==> config.mk <==
export PLATFORM = sky130hd
export DESIGN_NAME = bitmap_slot_allocator
export DESIGN_NICKNAME = d
export VERILOG_FILES = /design/src/design/bsa_pkg.sv /design/src/design/bitmap_slot_allocator.sv /design/src/design/bsa_ram.sv
export SDC_FILE = /design/constraint.sdc
export NUM_CORES = 2
export LEC_CHECK = 0
export BUFFER_PORTS_ARGS = -buffer_cell sky130_fd_sc_hd__buf_2
export CAP_MARGIN = 20
export CORE_MARGIN = 2
export CORE_UTILIZATION = 50
export DETAILED_ROUTE_END_ITERATION = 7
export PLACE_DENSITY_LB_ADDON = 0.12
export SYNTH_ARGS = -nofsm -noshare
export SYNTH_HDL_FRONTEND = slang
export SYNTH_HIERARCHICAL = 1
export SYNTH_SLANG_ARGS = --single-unit
export TNS_END_PERCENT = 1
==> constraint.sdc <==
create_clock -name clk -period 9.04 [get_ports clk]
set_input_delay 0 -clock clk [delete_from_list [all_inputs] [get_ports clk]]
set_output_delay 0 -clock clk [all_outputs]
set_load 0.01 [all_outputs]
==> src/design/bsa_pkg.sv <==
// Shared widths, codes and defaults for the bitmap slot allocator.
package bsa_pkg;

  // Bitmap geometry
  localparam int WORD_BITS     = 64;
  localparam int BIT_W         = 6;
  localparam int SLOTS_DEFAULT = 1024;

  // Field widths
  localparam int ACTION_W = 2;
  localparam int INDEX_W  = 10;
  localparam int CAP_W    = 11;
  localparam int ESIZE_W  = 16;
  localparam int OFFSET_W = 26;
  localparam int STATUS_W = 2;
  localparam int CFG_IDX_W  = 2;
  localparam int CFG_DATA_W = 16;

  // Largest capacity the register can express
  localparam int CAP_MAX = (1 << CAP_W) - 1;

  // Register reset values
  localparam logic [CAP_W-1:0]   CAPACITY_RESET = CAP_W'(1024);
  localparam logic [ESIZE_W-1:0] ESIZE_RESET    = ESIZE_W'(1);

  // Request codes
  typedef enum logic [ACTION_W-1:0] {
    ACT_ALLOC = 2'd0,
    ACT_FREE  = 2'd1,
    ACT_QUERY = 2'd2,
    ACT_NOP   = 2'd3
  } action_t;

  // Result status codes
  typedef enum logic [STATUS_W-1:0] {
    ST_OK       = 2'd0,
    ST_FULL     = 2'd1,
    ST_NOT_USED = 2'd2,
    ST_RANGE    = 2'd3
  } status_t;

  // Configuration register indexes
  typedef enum logic [CFG_IDX_W-1:0] {
    REG_CAPACITY = 2'd0,
    REG_ESIZE    = 2'd1,
    REG_SPARE2   = 2'd2,
    REG_SPARE3   = 2'd3
  } cfg_reg_t;

endpackage

==> src/design/bitmap_slot_allocator.sv <==
// Top level of the bitmap slot allocator: sequencer, config registers and bitmap RAM.
// Usage:
//   A request (action, slot_index) is taken at a clock edge with start high
//   and busy low. Exactly one result follows: granted_slot, byte_offset,
//   status, slot_used and used_total are valid for the single cycle in which
//   done is high, and are taken at the edge that ends that cycle. The
//   receiver has no means to stall; the block never holds a result back.
//   Configuration goes through its own channel (cfg_valid/cfg_ready,
//   cfg_index, cfg_data); cfg_ready is always high and each transfer writes
//   the register at cfg_index. Write configuration only while idle.
// Sequence:
//   Free and query: one bitmap RAM read between accept and done.
//   Out-of-range, no-op and allocate with zero capacity go straight to the result stage.
//   Allocate: the start-point remainder is computed first, one quotient bit
//   a cycle by a restoring subtractor; then one bitmap word is read and
//   searched per cycle, W being the number of 64-bit words scanned, 1 to
//   ceil(capacity/64)+1. A new request is accepted in the cycle done is high.
// Reset: rst clears the counters and sets the configuration registers to
//   their reset values, then a clearing pass writes every bitmap word to zero, busy high.
module bitmap_slot_allocator #(
  parameter int SLOTS = bsa_pkg::SLOTS_DEFAULT
) (
  input  logic                          clk,
  input  logic                          rst,
  // request channel
  input  logic                          start,
  output logic                          busy,
  input  logic [bsa_pkg::ACTION_W-1:0]  action,
  input  logic [bsa_pkg::INDEX_W-1:0]   slot_index,
  // result channel
  output logic                          done,
  output logic [bsa_pkg::INDEX_W-1:0]   granted_slot,
  output logic [bsa_pkg::OFFSET_W-1:0]  byte_offset,
  output logic [bsa_pkg::STATUS_W-1:0]  status,
  output logic                          slot_used,
  output logic [bsa_pkg::CAP_W-1:0]     used_total,
  // configuration channel
  input  logic                          cfg_valid,
  output logic                          cfg_ready,
  input  logic [bsa_pkg::CFG_IDX_W-1:0] cfg_index,
  input  logic [bsa_pkg::CFG_DATA_W-1:0] cfg_data
);
  import bsa_pkg::*;

  localparam int WORDS      = (SLOTS + WORD_BITS - 1) / WORD_BITS;
  localparam int AW         = (WORDS > 1) ? $clog2(WORDS) : 1;
  localparam int CAP_LIMIT  = (SLOTS > CAP_MAX) ? CAP_MAX : SLOTS;
  localparam int PTR_W      = CAP_W - BIT_W;
  localparam int HALF_W     = CAP_W - 1;
  localparam int PROD_W     = CAP_W + ESIZE_W;
  localparam logic [AW-1:0] LAST_WORD = AW'(WORDS - 1);

  typedef enum logic [2:0] {
    S_CLEAR,
    S_IDLE,
    S_DIVIDE,
    S_SCAN,
    S_LOOKUP,
    S_OUT
  } state_t;

  state_t state;

  // Configuration registers
  logic [CAP_W-1:0]   capacity;
  logic [ESIZE_W-1:0] element_size;

  // Pool state and request context
  logic [CAP_W-1:0]  used_count;
  logic [CAP_W-1:0]  op_slot;
  status_t           op_status;
  logic              op_used;
  logic              op_offset_en;
  action_t           op_action;
  logic [AW-1:0]     clr_addr;

  // Remainder unit
  logic [CAP_W-1:0]  rem;
  logic [HALF_W-1:0] dividend;
  logic [3:0]        div_cnt;
  logic [CAP_W:0]    trial;
  logic [CAP_W-1:0]  rem_next;

  // Scan pipeline
  logic [PTR_W-1:0]     ptr;
  logic                 wrap;
  logic                 issue_live;
  logic                 chk_valid;
  logic                 chk_last;
  logic [PTR_W-1:0]     chk_word;
  logic [WORD_BITS-1:0] chk_mask;

  // Combinational helpers
  logic [CAP_W-1:0]     cap_e;
  logic [PTR_W-1:0]     last_w;
  logic [CAP_W-1:0]     lim;
  logic [BIT_W:0]       hi;
  logic [BIT_W-1:0]     lo;
  logic [WORD_BITS-1:0] issue_mask;
  logic                 last_issue;
  logic [WORD_BITS-1:0] free_bits;
  logic                 found;
  logic [BIT_W-1:0]     found_pos;
  logic                 cur_bit;
  logic [PROD_W-1:0]    product;

  // RAM ports
  logic                 ram_wr_en;
  logic [AW-1:0]        ram_wr_addr;
  logic [WORD_BITS-1:0] ram_wr_data;
  logic                 ram_rd_en;
  logic [AW-1:0]        ram_rd_addr;
  logic [WORD_BITS-1:0] ram_rd_data;

  assign busy       = (state != S_IDLE);
  assign cfg_ready  = 1'b1;
  assign used_total = used_count;

  // Effective capacity and last bitmap word in use
  assign cap_e  = (capacity > CAP_W'(CAP_LIMIT)) ? CAP_W'(CAP_LIMIT) : capacity;
  assign last_w = PTR_W'((cap_e - CAP_W'(1)) >> BIT_W);

  // One restoring step of (used_count / 2) mod capacity
  assign trial    = {rem, dividend[HALF_W-1]};
  assign rem_next = (trial >= {1'b0, cap_e}) ? CAP_W'(trial - {1'b0, cap_e})
                                             : trial[CAP_W-1:0];

  // Mask of candidate bits in the word being issued
  always_comb begin
    lim = wrap ? rem : cap_e;
    if (ptr < lim[CAP_W-1:BIT_W]) begin
      hi = (BIT_W+1)'(WORD_BITS);
    end else if (ptr == lim[CAP_W-1:BIT_W]) begin
      hi = {1'b0, lim[BIT_W-1:0]};
    end else begin
      hi = '0;
    end
    lo = (!wrap && ptr == rem[CAP_W-1:BIT_W]) ? rem[BIT_W-1:0] : '0;
    issue_mask = ({WORD_BITS{1'b1}} << lo) & ~({WORD_BITS{1'b1}} << hi);
  end

  assign last_issue = wrap && (ptr == rem[CAP_W-1:BIT_W]);

  // Lowest free candidate bit of the word just read
  assign free_bits = ~ram_rd_data & chk_mask;
  always_comb begin
    found_pos = '0;
    for (int p = WORD_BITS - 1; p >= 0; p--) begin
      if (free_bits[p]) begin
        found_pos = BIT_W'(p);
      end
    end
  end
  assign found = chk_valid && (free_bits != '0);

  assign cur_bit = ram_rd_data[op_slot[BIT_W-1:0]];

  // Offset multiplier, registered into the result
  assign product = {{ESIZE_W{1'b0}}, op_slot} * {{CAP_W{1'b0}}, element_size};

  // RAM control
  always_comb begin
    ram_wr_en   = 1'b0;
    ram_wr_addr = clr_addr;
    ram_wr_data = '0;
    ram_rd_en   = 1'b0;
    ram_rd_addr = AW'(ptr);
    unique case (state)
      S_CLEAR: begin
        ram_wr_en = 1'b1;
      end
      S_IDLE: begin
        ram_rd_en   = start;
        ram_rd_addr = AW'(slot_index >> BIT_W);
      end
      S_SCAN: begin
        ram_rd_en   = issue_live;
        ram_wr_en   = found;
        ram_wr_addr = AW'(chk_word);
        ram_wr_data = ram_rd_data | (WORD_BITS'(1) << found_pos);
      end
      S_LOOKUP: begin
        ram_wr_en   = (op_action == ACT_FREE) && cur_bit;
        ram_wr_addr = AW'(op_slot >> BIT_W);
        ram_wr_data = ram_rd_data & ~(WORD_BITS'(1) << op_slot[BIT_W-1:0]);
      end
      S_DIVIDE, S_OUT: begin
      end
      default: begin
      end
    endcase
  end

  // Configuration writes
  always_ff @(posedge clk) begin
    if (rst) begin
      capacity     <= CAPACITY_RESET;
      element_size <= ESIZE_RESET;
    end else if (cfg_valid && cfg_ready) begin
      unique case (cfg_reg_t'(cfg_index))
        REG_CAPACITY: capacity <= cfg_data[CAP_W-1:0];
        REG_ESIZE:    element_size <= cfg_data[ESIZE_W-1:0];
        REG_SPARE2, REG_SPARE3: begin
        end
        default: begin
        end
      endcase
    end
  end

  // Sequencer and result registers
  always_ff @(posedge clk) begin
    if (rst) begin
      state      <= S_CLEAR;
      clr_addr   <= '0;
      used_count <= '0;
      done       <= 1'b0;
      issue_live <= 1'b0;
      chk_valid  <= 1'b0;
    end else begin
      done <= 1'b0;
      unique case (state)
        S_CLEAR: begin
          clr_addr <= clr_addr + AW'(1);
          if (clr_addr == LAST_WORD) begin
            state <= S_IDLE;
          end
        end

        S_IDLE: begin
          if (start) begin
            op_action    <= action_t'(action);
            op_slot      <= CAP_W'(slot_index);
            op_status    <= ST_OK;
            op_used      <= 1'b0;
            op_offset_en <= 1'b0;
            priority if (action_t'(action) == ACT_ALLOC) begin
              op_slot <= '0;
              if (cap_e == '0) begin
                op_status <= ST_FULL;
                state     <= S_OUT;
              end else begin
                rem      <= '0;
                dividend <= used_count[CAP_W-1:1];
                div_cnt  <= 4'(HALF_W - 1);
                state    <= S_DIVIDE;
              end
            end else if (action_t'(action) == ACT_FREE ||
                         action_t'(action) == ACT_QUERY) begin
              if (CAP_W'(slot_index) >= cap_e) begin
                op_status <= ST_RANGE;
                state     <= S_OUT;
              end else begin
                state <= S_LOOKUP;
              end
            end else begin
              state <= S_OUT;
            end
          end
        end

        S_DIVIDE: begin
          rem      <= rem_next;
          dividend <= dividend << 1;
          div_cnt  <= div_cnt - 4'd1;
          if (div_cnt == '0) begin
            ptr        <= rem_next[CAP_W-1:BIT_W];
            wrap       <= 1'b0;
            issue_live <= 1'b1;
            chk_valid  <= 1'b0;
            state      <= S_SCAN;
          end
        end

        S_SCAN: begin
          // issue side: next word address
          chk_valid <= issue_live;
          chk_word  <= ptr;
          chk_mask  <= issue_mask;
          chk_last  <= last_issue;
          if (last_issue) begin
            issue_live <= 1'b0;
          end else if (!wrap && ptr == last_w) begin
            ptr  <= '0;
            wrap <= 1'b1;
          end else begin
            ptr <= ptr + PTR_W'(1);
          end
          // check side: word read last cycle
          if (found) begin
            op_slot      <= {chk_word, found_pos};
            op_offset_en <= 1'b1;
            used_count   <= used_count + CAP_W'(1);
            issue_live   <= 1'b0;
            chk_valid    <= 1'b0;
            state        <= S_OUT;
          end else if (chk_valid && chk_last) begin
            op_status  <= ST_FULL;
            issue_live <= 1'b0;
            chk_valid  <= 1'b0;
            state      <= S_OUT;
          end
        end

        S_LOOKUP: begin
          op_offset_en <= 1'b1;
          if (op_action == ACT_FREE) begin
            if (cur_bit) begin
              used_count <= used_count - CAP_W'(1);
            end else begin
              op_status <= ST_NOT_USED;
            end
          end else begin
            op_used <= cur_bit;
          end
          state <= S_OUT;
        end

        S_OUT: begin
          done         <= 1'b1;
          granted_slot <= op_slot[INDEX_W-1:0];
          byte_offset  <= op_offset_en ? product[OFFSET_W-1:0] : '0;
          status       <= op_status;
          slot_used    <= op_used;
          state        <= S_IDLE;
        end

        default: begin
          state <= S_IDLE;
        end
      endcase
    end
  end

  // Use bitmap
  bsa_ram #(
    .WIDTH (WORD_BITS),
    .DEPTH (WORDS)
  ) u_bitmap (
    .clk     (clk),
    .wr_en   (ram_wr_en),
    .wr_addr (ram_wr_addr),
    .wr_data (ram_wr_data),
    .rd_en   (ram_rd_en),
    .rd_addr (ram_rd_addr),
    .rd_data (ram_rd_data)
  );

endmodule

==> src/design/bsa_ram.sv <==
// Generic simple dual-port RAM: one write port, one read port with registered data.
module bsa_ram #(
  parameter int WIDTH = 64,
  parameter int DEPTH = 16,
  localparam int AW = (DEPTH > 1) ? $clog2(DEPTH) : 1
) (
  input  logic             clk,
  input  logic             wr_en,
  input  logic [AW-1:0]    wr_addr,
  input  logic [WIDTH-1:0] wr_data,
  input  logic             rd_en,
  input  logic [AW-1:0]    rd_addr,
  output logic [WIDTH-1:0] rd_data
);

  logic [WIDTH-1:0] mem [DEPTH];

  // Write port
  always_ff @(posedge clk) begin
    if (wr_en) begin
      mem[wr_addr] <= wr_data;
    end
  end

  // Registered read port
  always_ff @(posedge clk) begin
    if (rd_en) begin
      rd_data <= mem[rd_addr];
    end
  end

endmodule

==> results.json <==
{
  "status": "finished clean",
  "holdPathEnd": "element_size[2]",
  "drtPass1Iterations": 5,
  "synth-seq-cells": 1293,
  "min_path_cells": 4,
  "min_from": "cfg_index[1]",
  "cts_tree": "yes",
  "grtUsageTotal_pct": 25.99,
  "fin_skew_ps": 41.92,
  "critical-path-top-delay-family": "adder cells",
  "yosysUniqueCellTypes": 82,
  "syn_nets": 4003,
  "path_max_fanout": 26,
  "r2r-end": "byte_offset[25]",
  "synth_top_area_share_pct": 63.33,
  "globalplace.congestion": 0.9579,
  "reg2reg_from": "op_slot[4]",
  "clkTransAtPathRegs_ps": 60,
  "netlist_instances": 3742,
  "clkSinkCount": 1293,
  "powerDensity_nw_per_um2": 188.0,
  "arrival_ps": 6910,
  "die_h_um": 347.6,
  "routed-via-count": 34550,
  "synth_area_leaders": "edfxtp_1 63%, mux4_2 11%, fa_1 4.3%",
  "num-nets-final": 4207,
  "power_mw": 12.50,
  "startpoint_type": "flop",
  "fmax_mhz": 155.8,
  "cts_max_level": 4,
  "synth_seq_area_share_pct": 64.96,
  "r2r_slack_ps": 2620,
  "slowest_delay_ps": 1040,
  "maxCapViolCount": 0,
  "gr-total-overflow": 0,
  "wl_per_cell_um": 27.92,
  "io_buffers": 85,
  "worst_slew_pin_slew_ps": 1263,
  "rsz0062_at_grt": "no",
  "avgViaCountPerCell": 6.187,
  "design_area_um2": 66520,
  "insertion_delay_ps": 770,
  "dpl.hpwl_um": 93380,
  "syn2layout_area_growth_pct": 12.68,
  "grt_pass1_vias": 34070,
  "synth_area_per_cell_um2": 15.78,
  "start_util_pct": 50.20,
  "drc": 0,
  "ir_drop_v": 0.0001674,
  "numCtsBuffers": 135,
  "p_leak_nw": 21.61,
  "cts_resized": 0,
  "crit_required_ps": 9530,
  "critPathCaptureType": "flop",
  "synth-edff-count": 1245,
  "antenna_found_initial": 4,
  "max_slew_margin_pct": 15.79,
  "drt_wl_total_um": 155900,
  "period_share_pct": 70.99,
  "report.final.hold_viol_count": 0,
  "n_antenna_cell": 0,
  "grt_start_max_net_pins": 120,
  "design.die.area_um2": 120800,
  "num_rows": 126,
  "synth_flop_cell": "edfxtp_1",
  "r2r_cells": 19,
  "crit_path_top_delay_cell": "edfxtp_1",
  "async_reset_ff_share_pct": 0,
  "critPathKind": "reg -> reg",
  "die_w_um": 347.6,
  "cts.path.max_buffers": 3,
  "postRouteAntennaNets": 0,
  "dpl_cell_area_um2": 61670,
  "ys_warn_count": 6,
  "tns_ps": 0,
  "ioPinCount": 87,
  "hp-class": "in -> reg",
  "cp_num_buf_inv": 5,
  "root_buffer": "clkbuf_16",
  "layout_min_cycle_time_ps": 6417,
  "slew_violations": 0,
  "setup_violations": 0,
  "drtIter0Drc": 3750,
  "worstPathCellList": "nand2_1 -> fa_1 -> inv_1 -> fa_1 -> inv_1 -> fa_1 -> inv_1 -> fa_1 -> inv_1 -> fa_1 -> inv_1 -> ha_1 -> a21boi_0 -> o31a_1 -> o311ai_0 -> nand3_1 -> a41oi_1 -> xnor2_1 -> and2_1",
  "core_um2": 117600,
  "grt_pass1_wl_um": 229900,
  "yosys.area.top_type": "edfxtp_1",
  "synth_area_um2": 59040,
  "final_layout_size_suffix_gt1_share_pct": 18.15
}
==> power by group <==
group / switching [mW] / internal, mW
sequential: 0.0364 / 6.61
combinational: 0.274 / 0.167
clock: 2.28 / 3.13
total: 2.59 / 9.91
==> per-stage QoR <==
step                      util, %  std cells  hold WS (ps)  worst slack (ps)
after CTS                   56.49       5573        0.9272              2677
after detailed placement    52.44       5283         205.4              2726
after global placement      52.40       5279         202.7              2739
after floorplan                 -       3742         98.87              1535
final                       56.56       5585         84.21              2623
after global routing        56.56       5585         85.36              2274
==> synthesized netlist by cell type, types with 11 or more instances <==
master    number
a22oi_1      138
a211oi_1      27
xor2_1        15
buf_1         24
edfxtp_1    1245
o21a_1        16
ha_1         101
a31oi_1       11
inv_1        166
and2_1       110
dfxtp_1       48
nand4_1       19
nand2_1      343
buf_2         16
fa_1         126
xnor2_1       35
nand2b_1      75
o211ai_1      39
a21o_1        15
and3_1        18
a221oi_1      26
mux4_2       277
nor2_1       140
nor2b_1       38
a21oi_1      127
o21ai_0      142
mux2i_1       20
buf_6         16
nand3_1       40
nor3_1        38
clkbuf_1     132
==> cells by family after synthesis <==
family	after synthesis	synth area share (%)
mux	307	11.10
simple gates	875	7.145
flops	1293	64.96
fa+ha+maj	227	6.413
xor+xnor	50	0.7418
compound gates	623	7.020
buf+inv	366	2.622
other cells	1	0.006352
==> worst max path at each step <==
stage,startpoint,to,slack (ps),cells past startpoint
floorplan,op_slot[1],u_bitmap/mem[0][0],1530,11
global placement,op_slot[4],byte_offset[25],2740,19
detailed placement,op_slot[4],byte_offset[25],2730,19
CTS,op_slot[4],byte_offset[25],2680,19
global route,op_slot[4],byte_offset[25],2270,19
finish,op_slot[4],byte_offset[25],2620,19
==> flip-flops by register name (all words and copies together), names as in the netlist, 10 cells and up <==
register	flops
u_bitmap/rd_data	64
chk_mask	64
rem	11
byte_offset	26
used_total	11
capacity	11
element_size	16
dividend	10
granted_slot	10
op_slot	11
u_bitmap/mem	1024
==> routing by layer <==
layer / vias up / routed length (µm) / track usage, %
met3: 224 / 11540 / 3.938
met2: 1481 / 73430 / 40.65
li1: 14880 / - / -
met5: - / 0 / 0
met4: 0 / 3864 / 7.483
met1: 17970 / 67110 / 38.23
==> layout make-up <==
cell class | count | area (µm²)
Fill cell | 9165 | 51090
Sequential cell | 1293 | 38350
Multi-Input combinational cell | 2083 | 19360
Clock buffer | 169 | 3590
Timing Repair Buffer | 264 | 1994
Tap cell | 1536 | 1922
Clock inverter | 71 | 670.6
Inverter | 169 | 634.4
==> worst register-to-register path, delay by kind of cell (launching register included) <==
kind	cells	cell delay (ps)
buffers and inverters	5	260
adder cells (fa/ha/maj)	6	2800
XOR/XNOR	1	90
AND/OR/NAND/NOR	3	540
AO/OA/AOI/OAI	4	1420
flip-flops	1	1040
==> cell usage in the layout, fill, tap and decap left out, types with 20 or more instances in the layout <==
master / instances
fa_1: 126
dfxtp_1: 48
clkinv_1: 34
nand2_1: 342
o211ai_1: 39
inv_1: 165
xnor2_1: 35
buf_2: 85
nor3_1: 34
a21oi_1: 126
clkbuf_16: 138
a22oi_1: 138
a211oi_1: 26
o21ai_0: 123
buf_4: 117
nor2_1: 126
mux2i_1: 20
and2_1: 109
clkbuf_1: 29
ha_1: 101
nand2b_1: 75
nor2b_1: 36
nand3_1: 40
a221oi_1: 26
dlygate4sd3_1: 50
mux4_2: 277
edfxtp_1: 1245
==> what timing repair did <==
item                                   in CTS  in global routing
setup buffers                               0                  0
hold buffers                               50                  0
endpoints found under the hold margin      75                  0
Power figures use the tool's default switching activity.
